$ cat src/rtl/rgb2hsl_pkg.sv
// ============================================================================
// rgb2hsl_pkg
// Shared widths, constants and the divider lane type of the RGB to HSL block.
// ============================================================================
package rgb2hsl_pkg;

    // Default number of fraction bits of the results
    localparam int FRAC_BITS_DEF = 16;

    // Pixel component width
    localparam int PIX_W = 8;

    // max + min of two components
    localparam int SUM_W = PIX_W + 1;

    // Divider operand width: covers the hue divisor 6 * 255 = 1530
    localparam int DEN_W = 11;

    // Lightness divisor and the saturation split point
    localparam logic [DEN_W-1:0] LIGHT_DEN = DEN_W'(510);
    localparam logic [SUM_W-1:0] SUM_FULL  = SUM_W'(510);
    localparam logic [SUM_W-1:0] SUM_HALF  = SUM_W'(255);

    // One divider lane: running remainder (below den after the integer step) and divisor
    typedef struct packed {
        logic [DEN_W-1:0] rem;
        logic [DEN_W-1:0] den;
    } div_lane_t;

endpackage

$ cat src/rtl/rgb_to_hsl.sv
// ============================================================================
// rgb_to_hsl
// Pipelined RGB to HSL converter, one pixel per clock while not stalled.
// ============================================================================
// Usage:
//   The pixel channel (pixel_valid / pixel_ready) takes one 8-bit red, green,
//   blue request per clock while pixel_ready is high. The hsl channel
//   (hsl_valid / hsl_ready) returns hue, saturation and lightness as unsigned
//   fractions scaled by 2^FRAC_BITS, rounded to nearest, each FRAC_BITS+1
//   bits wide. An accepted pixel passes two operand stages, FRAC_BITS+2
//   divider stages and one output register before hsl_valid. Throughput is
//   one pixel per cycle while the pipeline is not stalled; the divider chain,
//   one quotient bit per stage across three lanes, sets the depth.
//   The pipeline advances as a whole. When the receiver stalls, the output
//   register holds its request and a one-entry skid buffer catches the next
//   one leaving the pipeline; only once the skid is full does pixel_ready
//   drop, and it rises again the cycle after the receiver drains the output.
//   Reset clears all valid bits, the output valid flag and the skid flag; the
//   block takes a pixel in the first cycle after reset is released.
// ============================================================================
module rgb_to_hsl
#(
    parameter int FRAC_BITS = rgb2hsl_pkg::FRAC_BITS_DEF
)
(
    input  logic                          clk,
    input  logic                          rst_n,
    input  logic                          pixel_valid,
    output logic                          pixel_ready,
    input  logic [rgb2hsl_pkg::PIX_W-1:0] red,
    input  logic [rgb2hsl_pkg::PIX_W-1:0] green,
    input  logic [rgb2hsl_pkg::PIX_W-1:0] blue,
    output logic                          hsl_valid,
    input  logic                          hsl_ready,
    output logic [FRAC_BITS:0]            hue,
    output logic [FRAC_BITS:0]            saturation,
    output logic [FRAC_BITS:0]            lightness
);

    // quotient before rounding carries one extra bit below the LSB
    localparam int QW        = FRAC_BITS + 2;
    localparam int OW        = FRAC_BITS + 1;
    localparam int NSTEP     = FRAC_BITS + 2;
    localparam int NST       = NSTEP + 2;
    localparam int NUM_LANES = 3;
    localparam int LANE_HUE  = 0;
    localparam int LANE_SAT  = 1;
    localparam int LANE_LIT  = 2;
    localparam logic [OW-1:0] ONE_Q = {1'b1, {FRAC_BITS{1'b0}}};

    logic                   stage_en;
    logic [NST-1:0]         valid_reg;
    logic [NST-1:0]         valid_next;

    rgb2hsl_pkg::div_lane_t lane_pipe [0:NSTEP][0:NUM_LANES-1];
    logic [QW-1:0]          quo_pipe  [0:NSTEP][0:NUM_LANES-1];

    // Advance the whole pipeline unless the skid buffer holds a request
    logic                   skid_full_reg;
    logic                   skid_full_next;
    logic                   out_valid_reg;
    logic                   out_valid_next;

    assign stage_en    = !skid_full_reg;
    assign pixel_ready = stage_en;
    assign valid_next  = {valid_reg[NST-2:0], pixel_valid};

    always_ff @(posedge clk or negedge rst_n)
    begin
        if (!rst_n)
        begin
            valid_reg <= '0;
        end
        else if (stage_en)
        begin
            valid_reg <= valid_next;
        end
    end

    // Operand stages
    rgb2hsl_front u_front
    (
        .clk        (clk),
        .en         (stage_en),
        .red        (red),
        .green      (green),
        .blue       (blue),
        .hue_lane   (lane_pipe[0][LANE_HUE]),
        .sat_lane   (lane_pipe[0][LANE_SAT]),
        .light_lane (lane_pipe[0][LANE_LIT])
    );

    // Divider chain: first stage yields the integer bit, the rest the fraction
    genvar s, k;
    generate
        for (k = 0; k < NUM_LANES; k++)
        begin : g_quo_init
            assign quo_pipe[0][k] = '0;
        end
        for (s = 0; s < NSTEP; s++)
        begin : g_step
            for (k = 0; k < NUM_LANES; k++)
            begin : g_lane
                rgb2hsl_div_step
                #(
                    .QW     (QW),
                    .DOUBLE (s != 0)
                )
                u_step
                (
                    .clk      (clk),
                    .en       (stage_en),
                    .src_lane (lane_pipe[s][k]),
                    .src_quo  (quo_pipe[s][k]),
                    .lane     (lane_pipe[s+1][k]),
                    .quo      (quo_pipe[s+1][k])
                );
            end
        end
    endgenerate

    // Round to nearest: q = (2n/d scaled + 1) / 2, exact ties go up
    logic [QW-1:0] hue_rnd;
    logic [QW-1:0] sat_rnd;
    logic [QW-1:0] lit_rnd;

    assign hue_rnd = quo_pipe[NSTEP][LANE_HUE] + QW'(1);
    assign sat_rnd = quo_pipe[NSTEP][LANE_SAT] + QW'(1);
    assign lit_rnd = quo_pipe[NSTEP][LANE_LIT] + QW'(1);

    // Output register and skid buffer
    logic          push;
    logic          take;
    logic          load_out;
    logic          load_skid;
    logic          from_skid;
    logic [OW-1:0] hue_reg;
    logic [OW-1:0] sat_reg;
    logic [OW-1:0] lit_reg;
    logic [OW-1:0] skid_hue_reg;
    logic [OW-1:0] skid_sat_reg;
    logic [OW-1:0] skid_lit_reg;

    assign push = stage_en && valid_reg[NST-1];
    assign take = !out_valid_reg || hsl_ready;

    always_comb
    begin
        out_valid_next = out_valid_reg;
        skid_full_next = skid_full_reg;
        load_out       = 1'b0;
        load_skid      = 1'b0;
        from_skid      = 1'b0;
        if (take)
        begin
            if (skid_full_reg)
            begin
                // drain the skid first; the pipeline is frozen this cycle
                out_valid_next = 1'b1;
                skid_full_next = 1'b0;
                load_out       = 1'b1;
                from_skid      = 1'b1;
            end
            else
            begin
                out_valid_next = push;
                load_out       = push;
            end
        end
        else if (push)
        begin
            // output held: park the next request
            skid_full_next = 1'b1;
            load_skid      = 1'b1;
        end
    end

    always_ff @(posedge clk or negedge rst_n)
    begin
        if (!rst_n)
        begin
            out_valid_reg <= 1'b0;
            skid_full_reg <= 1'b0;
        end
        else
        begin
            out_valid_reg <= out_valid_next;
            skid_full_reg <= skid_full_next;
        end
    end

    always_ff @(posedge clk)
    begin
        if (load_out)
        begin
            hue_reg <= from_skid ? skid_hue_reg : hue_rnd[QW-1:1];
            sat_reg <= from_skid ? skid_sat_reg : sat_rnd[QW-1:1];
            lit_reg <= from_skid ? skid_lit_reg : lit_rnd[QW-1:1];
        end
        if (load_skid)
        begin
            skid_hue_reg <= hue_rnd[QW-1:1];
            skid_sat_reg <= sat_rnd[QW-1:1];
            skid_lit_reg <= lit_rnd[QW-1:1];
        end
    end

    assign hsl_valid  = out_valid_reg;
    assign hue        = hue_reg;
    assign saturation = sat_reg;
    assign lightness  = lit_reg;

    // ------------------------------------------------------------------------
    // Assertions
    // ------------------------------------------------------------------------
    a_skid_needs_out: assert property (@(posedge clk) disable iff (!rst_n)
        skid_full_reg |-> out_valid_reg)
        else $error("skid buffer full while output register empty");

    a_skid_on_stall: assert property (@(posedge clk) disable iff (!rst_n)
        $rose(skid_full_reg) |-> $past(out_valid_reg && !hsl_ready))
        else $error("skid buffer filled without a stalled output");

    a_range: assert property (@(posedge clk) disable iff (!rst_n)
        out_valid_reg |-> (hue_reg <= ONE_Q) && (sat_reg <= ONE_Q)
                          && (lit_reg <= ONE_Q))
        else $error("result above one full unit");

    a_black_grey: assert property (@(posedge clk) disable iff (!rst_n)
        (out_valid_reg && lit_reg == '0) |-> (hue_reg == '0) && (sat_reg == '0))
        else $error("black pixel with nonzero hue or saturation");

endmodule

$ cat src/rtl/rgb2hsl_front.sv
// ============================================================================
// rgb2hsl_front
// Two register stages: find max/min, then build the three division operands.
// ============================================================================
module rgb2hsl_front
(
    input  logic                          clk,
    input  logic                          en,
    input  logic [rgb2hsl_pkg::PIX_W-1:0] red,
    input  logic [rgb2hsl_pkg::PIX_W-1:0] green,
    input  logic [rgb2hsl_pkg::PIX_W-1:0] blue,
    output rgb2hsl_pkg::div_lane_t        hue_lane,
    output rgb2hsl_pkg::div_lane_t        sat_lane,
    output rgb2hsl_pkg::div_lane_t        light_lane
);

    typedef enum logic [1:0] {
        MAX_RED,
        MAX_GREEN,
        MAX_BLUE
    } max_sel_t;

    // Stage A
    logic [rgb2hsl_pkg::SUM_W-1:0] sum_reg;
    logic [rgb2hsl_pkg::SUM_W-1:0] sum_next;
    logic [rgb2hsl_pkg::PIX_W-1:0] delta_reg;
    logic [rgb2hsl_pkg::PIX_W-1:0] delta_next;
    logic [rgb2hsl_pkg::SUM_W-1:0] diff_reg;
    logic [rgb2hsl_pkg::SUM_W-1:0] diff_next;
    max_sel_t                      sel_reg;
    max_sel_t                      sel_next;

    // Stage B
    rgb2hsl_pkg::div_lane_t hue_lane_reg;
    rgb2hsl_pkg::div_lane_t hue_lane_next;
    rgb2hsl_pkg::div_lane_t sat_lane_reg;
    rgb2hsl_pkg::div_lane_t sat_lane_next;
    rgb2hsl_pkg::div_lane_t light_lane_reg;
    rgb2hsl_pkg::div_lane_t light_lane_next;

    logic [rgb2hsl_pkg::PIX_W-1:0] mx;
    logic [rgb2hsl_pkg::PIX_W-1:0] mn;

    always_comb
    begin
        // ties go to red, then green
        if (red >= green && red >= blue)
        begin
            sel_next  = MAX_RED;
            mx        = red;
            diff_next = {1'b0, green} - {1'b0, blue};
        end
        else if (green >= blue)
        begin
            sel_next  = MAX_GREEN;
            mx        = green;
            diff_next = {1'b0, blue} - {1'b0, red};
        end
        else
        begin
            sel_next  = MAX_BLUE;
            mx        = blue;
            diff_next = {1'b0, red} - {1'b0, green};
        end
        mn = red;
        if (green < mn)
        begin
            mn = green;
        end
        if (blue < mn)
        begin
            mn = blue;
        end
        sum_next   = {1'b0, mx} + {1'b0, mn};
        delta_next = mx - mn;
    end

    logic [rgb2hsl_pkg::DEN_W-1:0] d1;
    logic [rgb2hsl_pkg::DEN_W-1:0] d2;
    logic [rgb2hsl_pkg::DEN_W-1:0] d4;
    logic [rgb2hsl_pkg::DEN_W-1:0] d6;
    logic [rgb2hsl_pkg::DEN_W-1:0] base;
    logic [rgb2hsl_pkg::DEN_W-1:0] num;
    logic [rgb2hsl_pkg::SUM_W-1:0] sat_den;
    logic                          grey;

    always_comb
    begin
        d1 = rgb2hsl_pkg::DEN_W'(delta_reg);
        d2 = d1 << 1;
        d4 = d1 << 2;
        d6 = d2 + d4;
        unique case (sel_reg)
            MAX_RED:   base = diff_reg[rgb2hsl_pkg::SUM_W-1] ? d6 : '0;
            MAX_GREEN: base = d2;
            MAX_BLUE:  base = d4;
            default:   base = '0;
        endcase
        // sign-extend the difference; the sum is never negative
        num  = base + {{(rgb2hsl_pkg::DEN_W-rgb2hsl_pkg::SUM_W)
                        {diff_reg[rgb2hsl_pkg::SUM_W-1]}}, diff_reg};
        grey = (delta_reg == '0);

        if (sum_reg < rgb2hsl_pkg::SUM_HALF)
        begin
            sat_den = sum_reg;
        end
        else
        begin
            sat_den = rgb2hsl_pkg::SUM_FULL - sum_reg;
        end

        // grey pixel: divide zero by one so hue and saturation come out zero
        if (grey)
        begin
            hue_lane_next.rem = '0;
            hue_lane_next.den = rgb2hsl_pkg::DEN_W'(1);
            sat_lane_next.rem = '0;
            sat_lane_next.den = rgb2hsl_pkg::DEN_W'(1);
        end
        else
        begin
            hue_lane_next.rem = num;
            hue_lane_next.den = d6;
            sat_lane_next.rem = d1;
            sat_lane_next.den = rgb2hsl_pkg::DEN_W'(sat_den);
        end
        light_lane_next.rem = rgb2hsl_pkg::DEN_W'(sum_reg);
        light_lane_next.den = rgb2hsl_pkg::LIGHT_DEN;
    end

    always_ff @(posedge clk)
    begin
        if (en)
        begin
            sum_reg        <= sum_next;
            delta_reg      <= delta_next;
            diff_reg       <= diff_next;
            sel_reg        <= sel_next;
            hue_lane_reg   <= hue_lane_next;
            sat_lane_reg   <= sat_lane_next;
            light_lane_reg <= light_lane_next;
        end
    end

    assign hue_lane   = hue_lane_reg;
    assign sat_lane   = sat_lane_reg;
    assign light_lane = light_lane_reg;

endmodule

$ cat src/rtl/rgb2hsl_div_step.sv
// ============================================================================
// rgb2hsl_div_step
// One registered restoring-division step: one quotient bit per stage.
// ============================================================================
module rgb2hsl_div_step
#(
    parameter int QW     = rgb2hsl_pkg::FRAC_BITS_DEF + 2,
    parameter bit DOUBLE = 1'b1
)
(
    input  logic                   clk,
    input  logic                   en,
    input  rgb2hsl_pkg::div_lane_t src_lane,
    input  logic [QW-1:0]          src_quo,
    output rgb2hsl_pkg::div_lane_t lane,
    output logic [QW-1:0]          quo
);

    rgb2hsl_pkg::div_lane_t        lane_reg;
    rgb2hsl_pkg::div_lane_t        lane_next;
    logic [QW-1:0]                 quo_reg;
    logic [QW-1:0]                 quo_next;
    logic [rgb2hsl_pkg::DEN_W:0]   trial;
    logic [rgb2hsl_pkg::DEN_W:0]   diff;
    logic                          ge;

    always_comb
    begin
        // the integer step compares the numerator itself, later steps shift
        if (DOUBLE)
        begin
            trial = {src_lane.rem, 1'b0};
        end
        else
        begin
            trial = {1'b0, src_lane.rem};
        end
        diff          = trial - {1'b0, src_lane.den};
        ge            = (trial >= {1'b0, src_lane.den});
        lane_next.den = src_lane.den;
        lane_next.rem = ge ? diff[rgb2hsl_pkg::DEN_W-1:0]
                           : trial[rgb2hsl_pkg::DEN_W-1:0];
        quo_next      = {src_quo[QW-2:0], ge};
    end

    always_ff @(posedge clk)
    begin
        if (en)
        begin
            lane_reg <= lane_next;
            quo_reg  <= quo_next;
        end
    end

    assign lane = lane_reg;
    assign quo  = quo_reg;

endmodule
$ cat config.mk
export PLATFORM = sky130hd
export DESIGN_NAME = rgb_to_hsl
export DESIGN_NICKNAME = d
export VERILOG_FILES = /design/src/rtl/rgb2hsl_pkg.sv /design/src/rtl/rgb_to_hsl.sv /design/src/rtl/rgb2hsl_front.sv /design/src/rtl/rgb2hsl_div_step.sv
export SDC_FILE = /design/constraint.sdc
export NUM_CORES = 2
export LEC_CHECK = 0
export BUFFER_PORTS_ARGS = -buffer_cell sky130_fd_sc_hd__buf_2
export CORE_ASPECT_RATIO = 1.25
export CORE_MARGIN = 4
export CORE_UTILIZATION = 60
export DETAILED_ROUTE_END_ITERATION = 10
export PLACE_DENSITY = 0.76
export SKIP_LAST_GASP = 1
export SLEW_MARGIN = 0
export SYNTH_ARGS = -nofsm -noshare
export SYNTH_HDL_FRONTEND = slang
export SYNTH_HIERARCHICAL = 1
export SYNTH_SLANG_ARGS = --single-unit
$ cat constraint.sdc
create_clock -name clk -period 120.7 [get_ports clk]
set_input_delay 18.105 -clock clk [delete_from_list [all_inputs] [get_ports clk]]
set_output_delay 18.105 -clock clk [all_outputs]
set_load 0.05 [all_outputs]
==> qor.csv <==
metric,value,unit
I/O pin total,81,
Post-CTS Hold Buffers,0,
via count,60354,
synthesis-to-layout area growth,8.50,%
WP data required,121.26,ns
average routed wire per standard cell,18.5,um
antenna violations before repair,1,
total congestion overflow,0,
Slew headroom,0.233,
crit path DAT,23.32,ns
max reg flops,1122,
Resize count post-CTS,0,
final cycle utilization of the critical path,0.189,
# H-tree levels,4,
status,"finished, final reports clean",
DRT iter0 DRCs,3780,
share of post-route cells with drive strength above 1,0.129,
"Reg clk slew, reported paths",0.06,ns
DRT met1 WL,70400,um
first-pass GRT wire length,308000,um
fin crit period,22.75,ns
DR DRC count,0,
final core utilization,0.656,
Placed Cells,9946,
CTS Buffer Depth,3,
vias in the first global route,62015,
final non-filler cell total,10280,
Initial Util,0.605,
drt first pass iters,6,
Die Area,172000,sq um
CTS tree,done,
met3 wire len,5570,um
Synth Instances,7790,
CP startpoint kind,input pin,
setup TNS,0,ns
vias per std cell,5.87,
fmax,0.0440,GHz
hold crit path type,register to register,
GPL Wtd Cong,0.912,
clock root buffer,clkbuf_16,
CP Depth,24,
final setup skew,0.0531,ns
Avg Synthesized Cell Area,12.8,sq um
unrepaired setup endpoints after global routing,no,
GR Util All Layers,0.220,
clk_lat worst skew,0.82,ns
CP Cell Sequence,buf_2 -> inv_1 -> ha_1 -> o211ai_2 -> a21oi_4 -> o21ai_2 -> a21oi_4 -> mux2i_1 -> inv_1 -> ha_1 -> nand4_1 -> nor2_1 -> o21ai_0 -> o21ai_4 -> mux2_1 -> ha_1 -> fa_1 -> a21oi_1 -> nor2_1 -> nor2_1 -> o21bai_1 -> a21oi_1 -> o21bai_1 -> a21o_1,
Post-Syn Area,99400,sq um
final setup fails,0,
Port Buffers,80,
post-route design area,108000,sq um
metal2 WL,105000,um
fin nets,8699,
# Max-Cap Violations,0,
hpwl dp,142000,um
remaining antenna violation count,0,
Highest Signal Layer,met4,
Die Ht,463,um
Setup crit end kind,register,
Max stage delay on crit path,0.54,ns
Synth warnings,6,
CP max stage cell,o21ai_4,
largest delay contributor family on the critical path,compound AO/OA/AOI/OAI gates,
setup repair bufs after CTS,0,
largest net degree at the start of global routing,185,
CTS buffer count,180,
FF-to-FF path depth,5,
CP bufs+invs,3,
core box area,164000,sq um
Worst Path Max Fanout,14,
Final Slew Violations,0,
final hold vios,0,
CTS sink cnt,1833,
Area after DPL,102000,sq um
std cell rows,166,
Die X,372,um
Least-Margin Pin Slew,1.15,ns
Routed WL,190000,um
hold path depth,0,
Crit Path Class,input pin to register,
## metal layers
metal | GRT usage | vias to the layer above
met5 | 0 | -
met4 | 0.106 | 0
met3 | 0.0273 | 516
met2 | 0.426 | 1251
met1 | 0.230 | 29107
li1 | - | 29480
## cells in the final DEF, fill, tap and decap left out, drive strengths merged, types with 215 or more instances in the layout
master / n
nor2: 573
clkbuf: 215
a21oi: 515
nand3: 231
inv: 827
edfxtp: 1811
mux2: 360
nand2: 371
nor3: 219
ha: 666
## worst paths after layout
path	to	start	slack, ns
setup reg to reg	g_step[13].g_lane[1].u_step/quo[3]$_DFFE_PP_	skid_full_reg$_DFFE_PN0P_	116.70
min in group asynchronous	skid_full_reg$_DFFE_PN0P_	rst_n	17.24
hold / removal	g_step[10].g_lane[2].u_step/lane[3]$_DFFE_PP_	g_step[9].g_lane[2].u_step/lane[3]$_DFFE_PP_	0.41
setup / recovery	u_front/sum_reg[8]$_DFFE_PP_	green[4]	97.95
hold reg to reg	g_step[10].g_lane[2].u_step/lane[3]$_DFFE_PP_	g_step[9].g_lane[2].u_step/lane[3]$_DFFE_PP_	0.41
max in group asynchronous	valid_reg[4]$_DFFE_PN0N_	rst_n	103.12
## cell type report
| class | count | area (sq um) |
|---|---|---|
| Antenna cell | 1 | 2.50 |
| Clock buffer | 215 | 4740 |
| Clock inverter | 118 | 1430 |
| Fill cell | 11841 | 56400 |
| Inverter | 816 | 3200 |
| Multi-Input combinational cell | 5007 | 40200 |
| Sequential cell | 1833 | 54900 |
| Tap cell | 2184 | 2730 |
| Timing Repair Buffer | 106 | 621 |
## stage by stage
| step | hold slack (ns) | setup slack [ns] |
|---|---|---|
| final | 0.410 | 97.95 |
| after global routing | 0.410 | 97.63 |
| after CTS | 0.403 | 98.03 |
| after detailed placement | 0.405 | 97.16 |
| after global placement | 0.400 | 97.10 |
| after floorplan | 0.400 | 68.80 |
Power is left out: the tool's default activity adds up to more than one toggle a clock period on the data nets, which glitch-free logic cannot reach.
